<file path="src/rtl/core/fmf_pkg.sv">
`timescale 1ns / 1ps
// ----------------------------------------------------------------------------
// fmf_pkg
// Shared types and constants of the fuzzy membership fuzzifier: widths,
// shape and register codes, and the records passed between the stages.
// ----------------------------------------------------------------------------
package fmf_pkg;

  localparam int SAMPLE_BITS     = 16;
  localparam int FRACTION_BITS   = 15;
  localparam int OUT_BITS        = FRACTION_BITS + 1;
  localparam int DIFF_BITS       = SAMPLE_BITS + 1;
  localparam int STEPS_PER_STAGE = 3;
  localparam int DIV_STAGES      = (FRACTION_BITS + STEPS_PER_STAGE - 1) / STEPS_PER_STAGE;
  localparam int CFG_INDEX_BITS  = 3;

  localparam logic [OUT_BITS-1:0] FULL_ONE = OUT_BITS'(1) << FRACTION_BITS;

  typedef enum logic [1:0] {
    SHAPE_TRIANGLE  = 2'd0,
    SHAPE_TRAPEZOID = 2'd1,
    SHAPE_L         = 2'd2,
    SHAPE_GAMMA     = 2'd3
  } shape_t;

  typedef enum logic [CFG_INDEX_BITS-1:0] {
    CFG_SHAPE   = 3'd0,
    CFG_BREAK_A = 3'd1,
    CFG_BREAK_B = 3'd2,
    CFG_BREAK_C = 3'd3,
    CFG_BREAK_D = 3'd4
  } cfg_index_t;

  typedef struct packed {
    shape_t                        shape;
    logic signed [SAMPLE_BITS-1:0] break_a;
    logic signed [SAMPLE_BITS-1:0] break_b;
    logic signed [SAMPLE_BITS-1:0] break_c;
    logic signed [SAMPLE_BITS-1:0] break_d;
  } fmf_cfg_t;

  typedef struct packed {
    logic force_one;
    logic force_zero;
  } ramp_ctrl_t;

  // one slot of the divider pipeline
  typedef struct packed {
    logic                     valid;
    ramp_ctrl_t               ctrl;
    logic [SAMPLE_BITS-1:0]   rem;
    logic [SAMPLE_BITS-1:0]   den;
    logic [FRACTION_BITS-1:0] quo;
  } div_slot_t;

endpackage

</file>
<file path="src/rtl/core/fmf_select.sv">
`timescale 1ns / 1ps
// ----------------------------------------------------------------------------
// fmf_select
// Two register stages: breakpoint differences first, then the shape rule
// that picks a ramp (numerator and denominator) or a constant degree.
// ----------------------------------------------------------------------------
module fmf_select (
  input  logic                                  clk,
  input  logic                                  rst,
  input  logic                                  adv,
  input  logic                                  in_valid,
  input  logic signed [fmf_pkg::SAMPLE_BITS-1:0] sample,
  input  fmf_pkg::fmf_cfg_t                     cfg,
  output fmf_pkg::div_slot_t                    req
);
  import fmf_pkg::*;

  logic                        s1_valid;
  shape_t                      s1_shape;
  logic signed [DIFF_BITS-1:0] xa, bx, cx, dx, ba, cb, dc;

  always_ff @(posedge clk) begin
    if (rst) begin
      s1_valid <= 1'b0;
    end else if (adv) begin
      s1_valid <= in_valid;
    end
  end

  always_ff @(posedge clk) begin
    if (adv) begin
      s1_shape <= cfg.shape;
      xa <= DIFF_BITS'(sample) - DIFF_BITS'(cfg.break_a);
      bx <= DIFF_BITS'(cfg.break_b) - DIFF_BITS'(sample);
      cx <= DIFF_BITS'(cfg.break_c) - DIFF_BITS'(sample);
      dx <= DIFF_BITS'(cfg.break_d) - DIFF_BITS'(sample);
      ba <= DIFF_BITS'(cfg.break_b) - DIFF_BITS'(cfg.break_a);
      cb <= DIFF_BITS'(cfg.break_c) - DIFF_BITS'(cfg.break_b);
      dc <= DIFF_BITS'(cfg.break_d) - DIFF_BITS'(cfg.break_c);
    end
  end

  logic                        xa_neg, bx_neg, cx_neg, dx_neg;
  logic                        bx_zero, cx_zero;
  logic                        sel_ramp, sel_one;
  logic signed [DIFF_BITS-1:0] num, den;
  div_slot_t                   req_next;

  assign xa_neg  = xa[DIFF_BITS-1];
  assign bx_neg  = bx[DIFF_BITS-1];
  assign cx_neg  = cx[DIFF_BITS-1];
  assign dx_neg  = dx[DIFF_BITS-1];
  assign bx_zero = (bx == '0);
  assign cx_zero = (cx == '0);

  always_comb begin
    sel_ramp = 1'b0;
    sel_one  = 1'b0;
    num      = xa;
    den      = ba;
    case (s1_shape)
      SHAPE_TRIANGLE: begin
        if (!xa_neg && !bx_neg) begin
          sel_ramp = 1'b1;
        end else if ((bx_neg || bx_zero) && !cx_neg) begin
          sel_ramp = 1'b1;
          num      = cx;
          den      = cb;
        end
      end
      SHAPE_TRAPEZOID: begin
        if (!xa_neg && !bx_neg) begin
          sel_ramp = 1'b1;
        end else if ((cx_neg || cx_zero) && !dx_neg) begin
          sel_ramp = 1'b1;
          num      = dx;
          den      = dc;
        end else if (bx_neg && !cx_neg && !cx_zero) begin
          sel_one = 1'b1;
        end
      end
      SHAPE_L: begin
        if (!xa_neg && !bx_neg) begin
          sel_ramp = 1'b1;
          num      = bx;
        end else if (xa_neg) begin
          sel_one = 1'b1;
        end
      end
      default: begin
        if (!xa_neg && !bx_neg) begin
          sel_ramp = 1'b1;
        end else if (!xa_neg) begin
          sel_one = 1'b1;
        end
      end
    endcase
  end

  // a flat or degenerate ramp saturates at full membership
  always_comb begin
    req_next.valid           = s1_valid;
    req_next.ctrl.force_one  = sel_one || (sel_ramp && (den[DIFF_BITS-1] || (den == '0) ||
                                           num[DIFF_BITS-1] || (num >= den)));
    req_next.ctrl.force_zero = !sel_ramp && !sel_one;
    req_next.rem             = num[SAMPLE_BITS-1:0];
    req_next.den             = den[SAMPLE_BITS-1:0];
    req_next.quo             = '0;
  end

  always_ff @(posedge clk) begin
    if (rst) begin
      req.valid <= 1'b0;
    end else if (adv) begin
      req <= req_next;
    end
  end

endmodule

</file>
<file path="src/rtl/core/fmf_divider.sv">
`timescale 1ns / 1ps
// ----------------------------------------------------------------------------
// fmf_divider
// Pipelined restoring divider for (num << FRACTION_BITS) / den with
// num < den, a few quotient bits per register stage.
// ----------------------------------------------------------------------------
module fmf_divider (
  input  logic               clk,
  input  logic               rst,
  input  logic               adv,
  input  fmf_pkg::div_slot_t req,
  output fmf_pkg::div_slot_t res
);
  import fmf_pkg::*;

  div_slot_t pipe [DIV_STAGES];

  for (genvar s = 0; s < DIV_STAGES; s++) begin : g_stage
    div_slot_t cur;
    div_slot_t nxt;

    if (s == 0) begin : g_first
      assign cur = req;
    end else begin : g_rest
      assign cur = pipe[s-1];
    end

    always_comb begin
      logic [SAMPLE_BITS:0] trial;
      nxt = cur;
      for (int k = 0; k < STEPS_PER_STAGE; k++) begin
        trial = {nxt.rem, 1'b0};
        if (s * STEPS_PER_STAGE + k < FRACTION_BITS) begin
          if (trial >= {1'b0, nxt.den}) begin
            trial   = trial - {1'b0, nxt.den};
            nxt.quo = {nxt.quo[FRACTION_BITS-2:0], 1'b1};
          end else begin
            nxt.quo = {nxt.quo[FRACTION_BITS-2:0], 1'b0};
          end
          nxt.rem = trial[SAMPLE_BITS-1:0];
        end
      end
    end

    always_ff @(posedge clk) begin
      if (rst) begin
        pipe[s].valid <= 1'b0;
      end else if (adv) begin
        pipe[s] <= nxt;
      end
    end
  end

  assign res = pipe[DIV_STAGES-1];

endmodule

</file>
<file path="src/rtl/core/fuzzy_membership_fuzzifier_top.sv">
`timescale 1ns / 1ps
// ----------------------------------------------------------------------------
// fuzzy_membership_fuzzifier_top
// Maps a signed sample to a Q1.15 membership degree over four breakpoints.
// ----------------------------------------------------------------------------
// Usage:
//   Input channel sample_valid / sample_stall carries one sample per
//   transaction; output channel membership_valid / membership_stall returns
//   one degree per sample, in order (32768 means full membership).
//   Configuration writes go through cfg_valid / cfg_ready (always ready):
//   index 0 shape, 1..4 breakpoints a..d. Write only while the pipe is empty.
//   Pipeline: eight register stages (difference, shape select, five divider
//   stages of three quotient bits each, output register). Throughput: one
//   sample per cycle while the output is not stalled, set by the pipelined
//   divider. A stall on the output while membership_valid is high freezes
//   every stage and raises sample_stall in the same cycle; nothing is
//   dropped or repeated.
//   Reset (rst, synchronous) empties the pipe, clears the shape to
//   triangular and all breakpoints to zero.
// ----------------------------------------------------------------------------
module fuzzy_membership_fuzzifier_top (
  input  logic                                     clk,
  input  logic                                     rst,
  input  logic                                     sample_valid,
  output logic                                     sample_stall,
  input  logic signed [fmf_pkg::SAMPLE_BITS-1:0]    sample,
  output logic                                     membership_valid,
  input  logic                                     membership_stall,
  output logic [fmf_pkg::OUT_BITS-1:0]             membership,
  input  logic                                     cfg_valid,
  output logic                                     cfg_ready,
  input  logic [fmf_pkg::CFG_INDEX_BITS-1:0]       cfg_index,
  input  logic [fmf_pkg::SAMPLE_BITS-1:0]          cfg_data
);
  import fmf_pkg::*;

  fmf_cfg_t  cfg;
  div_slot_t req;
  div_slot_t res;
  logic      adv;

  assign adv          = !(membership_valid && membership_stall);
  assign sample_stall = !adv;
  assign cfg_ready    = 1'b1;

  always_ff @(posedge clk) begin
    if (rst) begin
      cfg.shape   <= SHAPE_TRIANGLE;
      cfg.break_a <= '0;
      cfg.break_b <= '0;
      cfg.break_c <= '0;
      cfg.break_d <= '0;
    end else if (cfg_valid && cfg_ready) begin
      case (cfg_index)
        CFG_SHAPE:   cfg.shape   <= shape_t'(cfg_data[1:0]);
        CFG_BREAK_A: cfg.break_a <= cfg_data;
        CFG_BREAK_B: cfg.break_b <= cfg_data;
        CFG_BREAK_C: cfg.break_c <= cfg_data;
        CFG_BREAK_D: cfg.break_d <= cfg_data;
        default: ;
      endcase
    end
  end

  fmf_select u_select (
    .clk      (clk),
    .rst      (rst),
    .adv      (adv),
    .in_valid (sample_valid),
    .sample   (sample),
    .cfg      (cfg),
    .req      (req)
  );

  fmf_divider u_divider (
    .clk (clk),
    .rst (rst),
    .adv (adv),
    .req (req),
    .res (res)
  );

  logic [OUT_BITS-1:0] membership_next;

  always_comb begin
    if (res.ctrl.force_one) begin
      membership_next = FULL_ONE;
    end else if (res.ctrl.force_zero) begin
      membership_next = '0;
    end else begin
      membership_next = {1'b0, res.quo};
    end
  end

  always_ff @(posedge clk) begin
    if (rst) begin
      membership_valid <= 1'b0;
    end else if (adv) begin
      membership_valid <= res.valid;
    end
  end

  always_ff @(posedge clk) begin
    if (adv) begin
      membership <= membership_next;
    end
  end

`ifndef SYNTHESIS
  a_degree_in_range: assert property (@(posedge clk) disable iff (rst)
    membership_valid |-> membership <= FULL_ONE)
    else $error("membership above full scale");

  a_ctrl_exclusive: assert property (@(posedge clk) disable iff (rst)
    res.valid |-> !(res.ctrl.force_one && res.ctrl.force_zero))
    else $error("divider slot marked both full and empty");

  a_rem_below_den: assert property (@(posedge clk) disable iff (rst)
    (res.valid && !res.ctrl.force_one && !res.ctrl.force_zero) |-> res.rem < res.den)
    else $error("divider remainder not below denominator");

  a_stall_freezes_out: assert property (@(posedge clk) disable iff (rst)
    (membership_valid && membership_stall) |=> membership_valid && $stable(membership))
    else $error("output changed while stalled");
`endif

endmodule

</file>
<file path="config.mk">
export PLATFORM = sky130hd
export DESIGN_NAME = fuzzy_membership_fuzzifier_top
export DESIGN_NICKNAME = d
export VERILOG_FILES = /design/src/rtl/core/fmf_pkg.sv /design/src/rtl/core/fmf_select.sv /design/src/rtl/core/fmf_divider.sv /design/src/rtl/core/fuzzy_membership_fuzzifier_top.sv
export SDC_FILE = /design/constraint.sdc
export NUM_CORES = 2
export LEC_CHECK = 0
export ABC_CLOCK_PERIOD_IN_PS = 18900
export BUFFER_PORTS_ARGS = -buffer_cell sky130_fd_sc_hd__buf_4
export CORE_UTILIZATION = 30
export CTS_BUF_LIST = sky130_fd_sc_hd__clkbuf_4
export CTS_CLUSTER_SIZE = 24
export DETAILED_ROUTE_END_ITERATION = 6
export MAX_ROUTING_LAYER = met4
export PLACE_DENSITY_LB_ADDON = 0.25
export SKIP_CTS_REPAIR_TIMING = 1
export SYNTH_ARGS = -nofsm -noshare
export SYNTH_HDL_FRONTEND = slang
export SYNTH_SLANG_ARGS = --single-unit
</file>
<file path="constraint.sdc">
create_clock -name clk -period 18.9 [get_ports clk]
set_clock_uncertainty 0.2 [all_clocks]
set_input_delay 5.67 -clock clk [delete_from_list [all_inputs] [get_ports clk]]
set_output_delay 5.67 -clock clk [all_outputs]
set_load 0.02 [all_outputs]
</file>
==> metrics.yaml <==
worst_setup_path:
  startpoint_type: "input port"
  required_ns: 13.03
  path_buf_inv: 3
  path_common_cell: "buf_4"
  slowest_stage: "nand2_4"
  slowest_delay_ns: 0.46
  crit_family: "buffers and inverters"
  path_cells: "buf_4 -> nand2_4 -> inv_1 -> buf_4"
  worst-setup-path-type: "in -> out"
  crit_path_end_kind: "primary output"
  crit_arrival_ns: 6.75
  cp_max_fo: 36
logic_synthesis:
  synth_cell_type_count: 95
  synth_largest_area_cell: "edfxtp_1"
  synthesis.area_um2: 33300
  yosys-mux-area-fraction_pct: 5.42
  synth-simple-area-share_pct: 15.9
  synth_top_family_by_area: "compound AO/OA/AOI/OAI gates"
  async_flop_share_pct: 0
  synth_xor_area_share_pct: 5.97
  synth-compound-area-share_pct: 18.0
  synth_area_per_cell_um2: 9.30
  synth-adder-area-share_pct: 14.2
  synth_ff_type: "edfxtp_1"
  ys_seq_elements: 428
  ys_seq_area_share_pct: 36.5
  synthCells: 3578
  synth_top_area_share_pct: 32.4
  yosys-top-cells-area: "edfxtp_1 (32%), ha_1 (13%), a21oi_1 (4.6%)"
  yosys_warnings: 0
  syn_nets: 3989
  synth-edff-count: 359
outcome:
  status: "completed"
sta:
  hold_slack_ns: 0.148
  drv_slew: 0
  hold_viol: 0
  max_slew_margin_pct: 31.6
  period_share_pct: 66.8
  worst_pin_slew_ns: 1.02
  setup_viol: 0
  tns_ns: 0
  rsz0062_at_grt: "false"
  fin_crit_ns: 12.62
  fmax_ghz: 0.0793
clock_network:
  cts_tree: "built"
  root_buffer: "clkbuf_4"
  tritoncts.num_buffers: 118
  clk_transition_reported_paths_ns: 0.07
  h-tree-depth: 3
  cts_sinks: 428
  insertion_delay_ns: 0.98
  cts_max_path_buffers: 3
floorplan:
  ios: 59
  die_x_um: 335
  fp.dieH_um: 335
  core_area_um2: 109000
  fp-row-count: 121
  die-area_um2: 112000
  initial_core_util_pct: 30.4
routing:
  wl_per_cell_um: 17.6
  vias: 26400
  wirelength_mm: 92.6
  firstDrtPassIters: 5
  avgViaCountPerCell: 5.02
  postRouteAntennaNets: 0
  drt_iter0_drc: 1518
  drc_errors: 0
place:
  io_buffers: 57
  gp_congestion: 0.872
  post-dp-hpwl_mm: 72.1
layout:
  final_nets: 4106
  final_util_pct: 33.7
  final_layout_size_suffix_gt1_share_pct: 11.6
  area_growth_pct: 10.8
grt:
  grt_max_degree: 155
  antenna_found_initial: 1
  grtUsageMet3_pct: 2.39
  grtUsageMet2_pct: 27.8
  grtUsageTotal_pct: 16.8
  grt_util_met1_pct: 20.8
  grt_pass1_vias: 25600
  grt_pass1_wl_mm: 143
  grt_busiest_layer: "met2"
  grt.overflow.total: 0
flow_run:
  maxCapViolations: 0
worst_hold_path:
  hp-class: "reg -> reg"
cells in the final DEF (no fill, tap or decap), types with 86 or more instances in the layout:
| cell type | Yosys | final |
|---|---|---|
| a21oi_1 | 305 | 305 |
| clkbuf_4 | 0 | 170 |
| edfxtp_1 | 359 | 359 |
| ha_1 | 359 | 359 |
| inv_1 | 254 | 254 |
| mux2_2 | 123 | 123 |
| nand2_1 | 367 | 366 |
| nand3_1 | 86 | 86 |
| nor2_1 | 286 | 285 |
| o21ai_0 | 176 | 175 |
| xnor2_1 | 166 | 166 |
worst paths after layout:
kind / start / endpoint / slack (ns) / cells after the start
setup / recovery: membership_stall / sample_stall / 6.28 / 4
hold / removal: u_divider.pipe[4][48]$_DFFE_PP_ / membership[15]$_SDFFCE_PP1N_ / 0.15 / 0
setup reg to reg: u_divider.pipe[2][16]$_DFFE_PP_ / u_divider.pipe[3][44]$_DFFE_PP_ / 9.90 / 31
hold reg to reg: u_divider.pipe[4][48]$_DFFE_PP_ / membership[15]$_SDFFCE_PP1N_ / 0.15 / 0
kinds of logic (layout without fill, tap and decap cells):
| family | after synthesis | count (layout) |
|---|---|---|
| and+or+nand+nor | 1127 | 1127 |
| AOI/OAI and AO/OA | 926 | 926 |
| DFF | 428 | 428 |
| adders and majority gates | 371 | 371 |
| buffers and inverters | 337 | 540 |
| xor gates and xnor gates | 227 | 227 |
| muxes | 161 | 161 |
| other | 1 | 2 |
stage by stage:
stage	setup slack, ns	cells	instance area (µm²)
after floorplan	2.69	3578	33300
after global placement	6.22	5051	35400
after detailed placement	6.21	5051	35400
after CTS	6.20	5257	36900
after global routing	6.13	5258	36900
final	6.28	5258	36900
layer usage:
layer	vias up	wire [µm]
li1	13400	-
met1	12400	43000
met2	485	43600
met3	130	3400
met4	0	2630
met5	-	0
cell usage after synthesis, drive strengths merged, types with 42 or more instances:
cell type and n:
a21o 80, a21oi 306, clkbuf 61, dfxtp 69
edfxtp 359, ha 359, inv 254, mux2 131
nand2 368, nand2b 42, nand3 86, nand4 44
nor2 287, nor2b 53, nor3 84, o21a 56
o21ai 184, or3 42, xnor2 166, xor2 61
flip-flops by register name, summed over array words and instances (netlist names), 17 cells and up:
name / flops
u_divider.pipe: 188
u_select.bx: 17
u_select.dc: 17
u_select.xa: 17
u_select.ba: 17
cfg: 66
u_select.cb: 17
u_select.req: 35
u_select.dx: 17
u_select.cx: 17
layout make-up:
| cell class | instances | area, µm² |
|---|---|---|
| antenna | 1 | 2.50 |
| timing repair buffer | 79 | 606 |
| sequential | 428 | 12200 |
| inverter | 255 | 957 |
| clock buffer | 170 | 1280 |
| multi-input combinational | 2813 | 19800 |
| fill | 11500 | 72600 |
| clock inverter | 36 | 188 |
| tap | 1476 | 1850 |
Power is left out: the tool's default activity adds up to more than one toggle a clock period on the data nets, which glitch-free logic cannot reach.
